===== src/rtl/core/bvai_pkg.sv =====
package bvai_pkg;

    localparam int unsigned DataW  = 8;
    localparam int unsigned IndexW = 8;
    localparam int unsigned Depth  = 1 << IndexW;
    localparam int unsigned OpW    = 4;

    typedef enum logic [OpW-1:0] {
        OP_INC       = 4'd0,
        OP_DEC       = 4'd1,
        OP_ASN_IMM   = 4'd2,
        OP_ASN_VAR   = 4'd3,
        OP_ADD_IMM   = 4'd4,
        OP_ADD_VAR   = 4'd5,
        OP_SUB_IMM   = 4'd6,
        OP_SUB_VAR   = 4'd7,
        OP_INDL_IMM  = 4'd8,
        OP_INDL_VAR  = 4'd9,
        OP_INDR_LOAD = 4'd10,
        OP_MUL_IMM   = 4'd11,
        OP_MUL_VAR   = 4'd12,
        OP_DIV_IMM   = 4'd13,
        OP_DIV_VAR   = 4'd14
    } t_op;

    typedef enum logic [2:0] {
        S_IDLE,
        S_RDA,
        S_RDB,
        S_RDC,
        S_CALC,
        S_DIV,
        S_WR
    } t_state;

    typedef struct packed {
        logic             start;
        logic [DataW-1:0] dividend;
        logic [DataW-1:0] divisor;
    } t_div_req;

endpackage


===== src/rtl/core/byte_variable_alu_with_indirection.sv =====
// flow: an accepted item reads its operands, is evaluated and is written; divides
// also wait on the radix-4 divider; a new item is taken only once the last is written,
// as three serial reads share the single read port of the variable memory
// reset: control state clears at once; the 256 variables read as zero through
// per-entry valid bits until first written, so no clearing pass is needed
module byte_variable_alu_with_indirection (
    input  logic                        i_clk,
    input  logic                        i_rst_n,
    input  logic                        i_in_valid,
    output logic                        o_in_stall,
    input  logic [bvai_pkg::OpW-1:0]    i_operation,
    input  logic [bvai_pkg::IndexW-1:0] i_first_index,
    input  logic [bvai_pkg::DataW-1:0]  i_second_operand,
    output logic                        o_out_valid,
    input  logic                        i_out_stall,
    output logic [bvai_pkg::IndexW-1:0] o_written_index,
    output logic [bvai_pkg::DataW-1:0]  o_written_value,
    output logic                        o_divide_by_zero
);
    import bvai_pkg::*;

    t_state              r_state, n_state;
    t_op                 r_op;
    logic [IndexW-1:0]   r_a;
    logic [DataW-1:0]    r_b;
    logic [DataW-1:0]    r_va;
    logic [DataW-1:0]    r_vb;
    logic [IndexW-1:0]   r_target;
    logic [DataW-1:0]    r_val;
    logic                r_write;
    logic                r_dz;

    logic [DataW-1:0]    r_mem [Depth];
    logic [Depth-1:0]    r_vld;
    logic [DataW-1:0]    r_rd_data;
    logic                r_rd_vld;
    logic [IndexW-1:0]   rd_addr;
    logic [DataW-1:0]    rd_val;

    logic                r_out_valid;
    logic [IndexW-1:0]   r_out_idx;
    logic [DataW-1:0]    r_out_val;
    logic                r_out_dz;

    logic                accept;
    logic                wr_fire;
    logic                mem_we;

    logic [IndexW-1:0]   c_target;
    logic [DataW-1:0]    c_val;
    logic                c_write;
    logic                c_dz;
    logic                div_go;
    logic [DataW-1:0]    mul_opnd;
    logic [2*DataW-1:0]  prod;

    t_div_req            div_req;
    logic                div_done;
    logic [DataW-1:0]    div_quo;

    bvai_div u_div (
        .i_clk      (i_clk),
        .i_rst_n    (i_rst_n),
        .i_req      (div_req),
        .o_done     (div_done),
        .o_quotient (div_quo)
    );

    assign accept  = i_in_valid && (r_state == S_IDLE);
    assign wr_fire = (r_state == S_WR) && (!r_out_valid || !i_out_stall);
    assign mem_we  = wr_fire && r_write;
    assign rd_val  = r_rd_vld ? r_rd_data : '0;

    // variable memory, one read and one write port, registered read
    always_ff @(posedge i_clk) begin
        r_rd_data <= r_mem[rd_addr];
        if (mem_we) begin
            r_mem[r_target] <= r_val;
        end
    end

    always_ff @(posedge i_clk) begin
        if (!i_rst_n) begin
            r_vld    <= '0;
            r_rd_vld <= 1'b0;
        end else begin
            r_rd_vld <= r_vld[rd_addr];
            if (mem_we) begin
                r_vld[r_target] <= 1'b1;
            end
        end
    end

    // command evaluation, operands are va = v[a], vb = v[b], rd_val = v[v[b]]
    always_comb begin
        mul_opnd = (r_op == OP_MUL_IMM) ? r_b : r_vb;
        prod     = r_va * mul_opnd;
        c_target = r_a;
        c_val    = r_va;
        c_write  = 1'b1;
        c_dz     = 1'b0;
        div_go   = 1'b0;
        case (r_op)
            OP_INC:       c_val = r_va + 1'b1;
            OP_DEC:       c_val = r_va - 1'b1;
            OP_ASN_IMM:   c_val = r_b;
            OP_ASN_VAR:   c_val = r_vb;
            OP_ADD_IMM:   c_val = r_va + r_b;
            OP_ADD_VAR:   c_val = r_va + r_vb;
            OP_SUB_IMM:   c_val = r_va - r_b;
            OP_SUB_VAR:   c_val = r_va - r_vb;
            OP_INDL_IMM: begin
                c_target = r_va;
                c_val    = r_b;
            end
            OP_INDL_VAR: begin
                c_target = r_va;
                c_val    = r_vb;
            end
            OP_INDR_LOAD: c_val = rd_val;
            OP_MUL_IMM,
            OP_MUL_VAR:   c_val = prod[DataW-1:0];
            OP_DIV_IMM: begin
                if (r_b == '0) begin
                    c_dz    = 1'b1;
                    c_write = 1'b0;
                end else begin
                    div_go = 1'b1;
                end
            end
            OP_DIV_VAR: begin
                if (r_vb == '0) begin
                    c_dz    = 1'b1;
                    c_write = 1'b0;
                end else begin
                    div_go = 1'b1;
                end
            end
            default:      c_write = 1'b0;
        endcase
    end

    always_ff @(posedge i_clk) begin
        if (!i_rst_n) begin
            r_state <= S_IDLE;
        end else begin
            r_state <= n_state;
        end
    end

    always_comb begin
        n_state          = r_state;
        rd_addr          = r_a;
        div_req.start    = 1'b0;
        div_req.dividend = r_va;
        div_req.divisor  = (r_op == OP_DIV_IMM) ? r_b : r_vb;
        case (r_state)
            S_IDLE: begin
                if (i_in_valid) begin
                    n_state = S_RDA;
                end
            end
            S_RDA: begin
                rd_addr = r_a;
                n_state = S_RDB;
            end
            S_RDB: begin
                rd_addr = r_b;
                n_state = S_RDC;
            end
            S_RDC: begin
                // pointer chase: address is v[b], just returned
                rd_addr = rd_val;
                n_state = S_CALC;
            end
            S_CALC: begin
                div_req.start = div_go;
                n_state       = div_go ? S_DIV : S_WR;
            end
            S_DIV: begin
                if (div_done) begin
                    n_state = S_WR;
                end
            end
            S_WR: begin
                if (!r_out_valid || !i_out_stall) begin
                    n_state = S_IDLE;
                end
            end
            default: n_state = S_IDLE;
        endcase
    end

    always_ff @(posedge i_clk) begin
        if (accept) begin
            r_op <= t_op'(i_operation);
            r_a  <= i_first_index;
            r_b  <= i_second_operand;
        end
        if (r_state == S_RDB) begin
            r_va <= rd_val;
        end
        if (r_state == S_RDC) begin
            r_vb <= rd_val;
        end
        if (r_state == S_CALC) begin
            r_target <= c_target;
            r_val    <= c_val;
            r_write  <= c_write;
            r_dz     <= c_dz;
        end
        if (r_state == S_DIV && div_done) begin
            r_val <= div_quo;
        end
        if (wr_fire) begin
            r_out_idx <= r_target;
            r_out_val <= r_write ? r_val : r_va;
            r_out_dz  <= r_dz;
        end
    end

    always_ff @(posedge i_clk) begin
        if (!i_rst_n) begin
            r_out_valid <= 1'b0;
        end else if (wr_fire) begin
            r_out_valid <= 1'b1;
        end else if (!i_out_stall) begin
            r_out_valid <= 1'b0;
        end
    end

    assign o_in_stall       = (r_state != S_IDLE);
    assign o_out_valid      = r_out_valid;
    assign o_written_index  = r_out_idx;
    assign o_written_value  = r_out_val;
    assign o_divide_by_zero = r_out_dz;

    a_accept_starts_read: assert property (@(posedge i_clk) disable iff (!i_rst_n)
        (i_in_valid && !o_in_stall) |=> (r_state == S_RDA))
        else $error("accepted item did not start the operand reads");

    a_div_only_for_div_ops: assert property (@(posedge i_clk) disable iff (!i_rst_n)
        (r_state == S_DIV) |-> (r_op == OP_DIV_IMM || r_op == OP_DIV_VAR))
        else $error("divider wait entered for a non-divide command");

    a_div_done_in_wait: assert property (@(posedge i_clk) disable iff (!i_rst_n)
        div_done |-> (r_state == S_DIV))
        else $error("divider finished outside the divide wait");

    a_no_write_on_dz: assert property (@(posedge i_clk) disable iff (!i_rst_n)
        (wr_fire && r_dz) |-> !mem_we)
        else $error("store written on a divide by zero");

endmodule


===== src/rtl/core/bvai_div.sv =====
module bvai_div (
    input  logic                   i_clk,
    input  logic                   i_rst_n,
    input  bvai_pkg::t_div_req     i_req,
    output logic                   o_done,
    output logic [bvai_pkg::DataW-1:0] o_quotient
);
    import bvai_pkg::*;

    localparam int unsigned StepsPerCycle = 2;
    localparam int unsigned Cycles        = DataW / StepsPerCycle;
    localparam int unsigned CntW          = $clog2(Cycles);

    logic              r_busy;
    logic              r_done;
    logic [CntW-1:0]   r_cnt;
    logic [DataW-1:0]  r_rem;
    logic [DataW-1:0]  r_quo;
    logic [DataW-1:0]  r_dvs;

    logic [DataW-1:0]  rem1, quo1, rem2, quo2;

    // one restoring step: shift in the next dividend bit, subtract if it fits
    function automatic logic [2*DataW-1:0] div_step(
        input logic [DataW-1:0] rem,
        input logic [DataW-1:0] quo,
        input logic [DataW-1:0] dvs
    );
        logic [DataW:0] tmp;
        logic           ge;
        logic [DataW:0] diff;
        tmp  = {rem, quo[DataW-1]};
        ge   = (tmp >= {1'b0, dvs});
        diff = tmp - {1'b0, dvs};
        if (ge) begin
            return {diff[DataW-1:0], quo[DataW-2:0], 1'b1};
        end else begin
            return {tmp[DataW-1:0], quo[DataW-2:0], 1'b0};
        end
    endfunction

    always_comb begin
        {rem1, quo1} = div_step(r_rem, r_quo, r_dvs);
        {rem2, quo2} = div_step(rem1, quo1, r_dvs);
    end

    always_ff @(posedge i_clk) begin
        if (!i_rst_n) begin
            r_busy <= 1'b0;
            r_done <= 1'b0;
            r_cnt  <= '0;
        end else begin
            r_done <= 1'b0;
            if (i_req.start) begin
                r_busy <= 1'b1;
                r_cnt  <= '0;
            end else if (r_busy) begin
                r_cnt <= r_cnt + 1'b1;
                if (r_cnt == CntW'(Cycles - 1)) begin
                    r_busy <= 1'b0;
                    r_done <= 1'b1;
                end
            end
        end
    end

    always_ff @(posedge i_clk) begin
        if (i_req.start) begin
            r_rem <= '0;
            r_quo <= i_req.dividend;
            r_dvs <= i_req.divisor;
        end else if (r_busy) begin
            r_rem <= rem2;
            r_quo <= quo2;
        end
    end

    assign o_done     = r_done;
    assign o_quotient = r_quo;

endmodule

===== config.mk =====
export PLATFORM = sky130hd
export DESIGN_NAME = byte_variable_alu_with_indirection
export DESIGN_NICKNAME = d
export VERILOG_FILES = /design/src/rtl/core/bvai_pkg.sv /design/src/rtl/core/byte_variable_alu_with_indirection.sv /design/src/rtl/core/bvai_div.sv
export SDC_FILE = /design/constraint.sdc
export NUM_CORES = 2
export LEC_CHECK = 0
export ABC_AREA = 0
export BUFFER_PORTS_ARGS = -buffer_cell sky130_fd_sc_hd__buf_2
export CAP_MARGIN = 40
export CORE_ASPECT_RATIO = 1.25
export CORE_MARGIN = 2
export CORE_UTILIZATION = 25
export CTS_CLUSTER_DIAMETER = 60
export DETAILED_ROUTE_END_ITERATION = 6
export PLACE_DENSITY_LB_ADDON = 0.12
export SETUP_SLACK_MARGIN = 0.1
export SLEW_MARGIN = 15
export SYNTH_ARGS = -nofsm -noshare
export SYNTH_HDL_FRONTEND = slang
export SYNTH_SLANG_ARGS = --single-unit

===== constraint.sdc =====
create_clock -name i_clk -period 11.31 [get_ports i_clk]
set_clock_uncertainty 0.1 [all_clocks]
set_input_delay 1.6965 -clock i_clk [delete_from_list [all_inputs] [get_ports i_clk]]
set_output_delay 1.6965 -clock i_clk [all_outputs]
set_load 0.01 [all_outputs]

==> impl_metrics.ini <==
[setup_path]
critPathRequiredTime_ns = 11.96
cp_slowest_stage_delay_ns = 0.86
crit_slowest_cell = dfxtp_1
cp_data_arrival_time_ns = 7.05
worstPathCellList = nor3b_2, buf_4, nand2_8, buf_4, nand2_4, buf_12, a211oi_1, a31oi_1, a32oi_1, nand2_1, a22oi_1, a21oi_1, or4_1
worst_setup_path_start_kind = register
path_common_cell = buf_4
cp_top_family = simple AND/OR/NAND/NOR gates
critPathCaptureType = register
path_class = reg -> reg
timing.critical_path.fanout_max = 128
worst-path-buf-inv = 3

[logic_synthesis]
synthArstFlopShare = 0
synth_top_area_frac = 0.651
yosysMostFrequentCell = edfxtp_1
syn_nets = 8224
synth_edf_count = 2135
ys_seq_area_frac = 0.708
synthesis.area_um2 = 98500
synth.distinct_cells = 68
netlist_instances = 8143
yosys-top-cells-area = edfxtp_1 65%, nand2_1 7.5%, dfxtp_1 5.7%, nor2_1 3.2%, nand3_1 3.0%
synth_warnings = 0
avgSynthCellArea_um2 = 12.1
yosysTopAreaCell = edfxtp_1
yosys_register_bits = 2416
synth_common_cells = 2135 x edfxtp_1, 1967 x nand2_1, 834 x nor2_1
ys.flop_type = edfxtp_1

[pwr]
power_density_nw_per_um2 = 193
p_int_mw = 15.8
comb_power_share = 0.163
p_sw_mw = 6.46
power_frac_seq = 0.439
clkPwrFrac = 0.398
p_sw_frac = 0.291
power_leakage_nw = 39.1
ir_worst_vdd_v = 0.000127

[floorplan]
rows = 257
dieHeight_um = 706
io_pins = 43
die-area_um2 = 399000
die_w_um = 565
start_util = 0.251
core_area_um2 = 392000

[clocking]
numCtsBuffers = 270
htreeDepth = 5
postCtsSetupRepairBufs = 0
insertion_delay_ns = 0.88
cts_hold_buf = 0
cts_tree = yes
ctsLongestPathBuffers = 4
cts_resized = 0
clk_pin_slew_ns = 0.06
clock-root-buffer = clkbuf_16
cts.sinks = 2416

[place]
portBuffers = 42
place_congestion = 0.801
place_hpwl_mm = 214
post_dp_cell_area_um2 = 106000

[sta]
drv_slew = 0
timing.hold.ws_ns = 0.363
period_share = 0.566
relSlewSlack = 0.295
max_freq_mhz = 156
worstMarginPinSlew_ns = 1.06
final-hold-violation-count = 0
setup_tns_ns = 0
rsz0062_at_grt = false
post-route-min-period_ns = 6.40
report.final.setup_viol = 0

[final_layout]
drive_above_1_share = 0.105
nNetsFinal = 8341
syn_to_final_growth_pct = 17.2
final_core_util = 0.295
stdcell_area_um2 = 115000

[route]
drt-initial-drc-count = 5613
viasPerCell = 4.86
drtAntennaViolNets = 0
routedWlPerCell_um = 26.2
drt_pass1_iterations = 6
drc = 0
wl_mm = 357
vias = 66300

[grt]
grt_usage = 0.174
grt-ovfl-total = 0
grt_pass1_wl_mm = 507
grt_max_degree = 171
grt_pass1_vias = 65800
grt_antenna_before_repair = 15

[job]
timing.max_cap.violations = 0

[worst_hold_path]
hold_path_class = reg -> reg

[outcome]
status = finished clean
[cells in the final DEF, fill, tap and decap left out, types with 24 or more instances in the layout]
cell type / Yosys / final
a211oi_1: 287 / 287
a21oi_1: 78 / 78
a22oi_1: 71 / 71
a31oi_1: 289 / 289
a32oi_1: 267 / 267
and3_1: 289 / 289
buf_12: 0 / 26
buf_16: 0 / 24
buf_2: 193 / 43
buf_4: 14 / 315
clkbuf_1: 334 / 69
clkbuf_16: 0 / 283
clkbuf_8: 0 / 25
clkinv_1: 1 / 32
clkinv_2: 0 / 39
dfxtp_1: 281 / 281
edfxtp_1: 2135 / 2135
ha_1: 42 / 42
inv_1: 57 / 57
mux2_2: 27 / 27
mux2i_1: 28 / 28
nand2_1: 1967 / 1957
nand3_1: 582 / 576
nor2_1: 834 / 824
nor2b_1: 28 / 28
o21ai_0: 48 / 46
xnor2_1: 27 / 27
[sequential cells by signal, indices dropped and copies added (netlist names), 2 cells and up]
signal            count
o_written_index       8
o_written_value       8
r_a                   8
r_b                   8
r_mem              2048
r_op                  4
r_rd_data             8
r_state               3
r_target              8
r_va                  8
r_val                 8
r_vb                  8
r_vld               256
u_div.o_quotient      8
u_div.r_cnt           2
u_div.r_dvs           8
u_div.r_rem           8
[worst paths after layout]
| check | startpoint | endpoint | slack (ns) | cells past startpoint |
|---|---|---|---|---|
| max | r_state[0] | r_rd_data[0] | 4.91 | 13 |
| min | r_vld[236] | r_vld[236] | 0.36 | 2 |
| max reg2reg | r_state[0] | r_rd_data[0] | 4.91 | 13 |
| min reg2reg | r_vld[236] | r_vld[236] | 0.36 | 2 |
[stage by stage]
step | setup WS, ns | instances | power, mW
floorplan | 6.61 | 8143 | 12.0
global placement | 4.71 | 12900 | 13.6
detailed placement | 4.75 | 13100 | 13.6
CTS | 4.76 | 13600 | 22.5
global route | 4.71 | 13600 | 23.0
finish | 4.91 | 13700 | 22.2
[cell type report]
cell class / count / area, um^2
Inverter: 59 / 229
Fill cell: 39800 / 277000
Clock buffer: 377 / 7680
Tap cell: 5180 / 6480
Antenna cell: 12 / 30.0
Multi-Input combinational cell: 5080 / 26300
Sequential cell: 2416 / 69700
Timing Repair Buffer: 433 / 4060
Clock inverter: 102 / 1000
[kinds of logic after synthesis]
group / share of synthesized area
DFF: 0.708
muxes: 0.00616
AOI/OAI and AO/OA: 0.0830
and+or+nand+nor: 0.163
buffers and inverters: 0.0278
adders and majority gates: 0.00838
xor gates and xnor gates: 0.00382
[metal layers]
| metal | global-route usage | vias up | share of wire | wire length (um) |
|---|---|---|---|---|
| met1 | 0.227 | 34000 | 0.43 | 155000 |
| met5 | 0 | - | 0.000025 | 9 |
| met4 | 0.0563 | 2 | 0.033 | 11900 |
| met2 | 0.296 | 1742 | 0.49 | 174000 |
| li1 | - | 30100 | - | - |
| met3 | 0.0248 | 500 | 0.046 | 16500 |
[worst min-delay path: stages, from the launching register on]
cell and delay (ns):
dfxtp_1 0.32, nor2_1 0.04, nor2_1 0.07
[power by group through the flow]
stage	Sequential, mW	Clock (mW)	Combinational [mW]
finish	9.76	8.85	3.62
global route	9.76	9.39	3.90
CTS	9.76	9.10	3.68
detailed placement	9.95	0	3.67
global placement	9.96	0	3.62
floorplan	9.92	0	2.07
No activity file was read; power rests on OpenSTA's default activity.
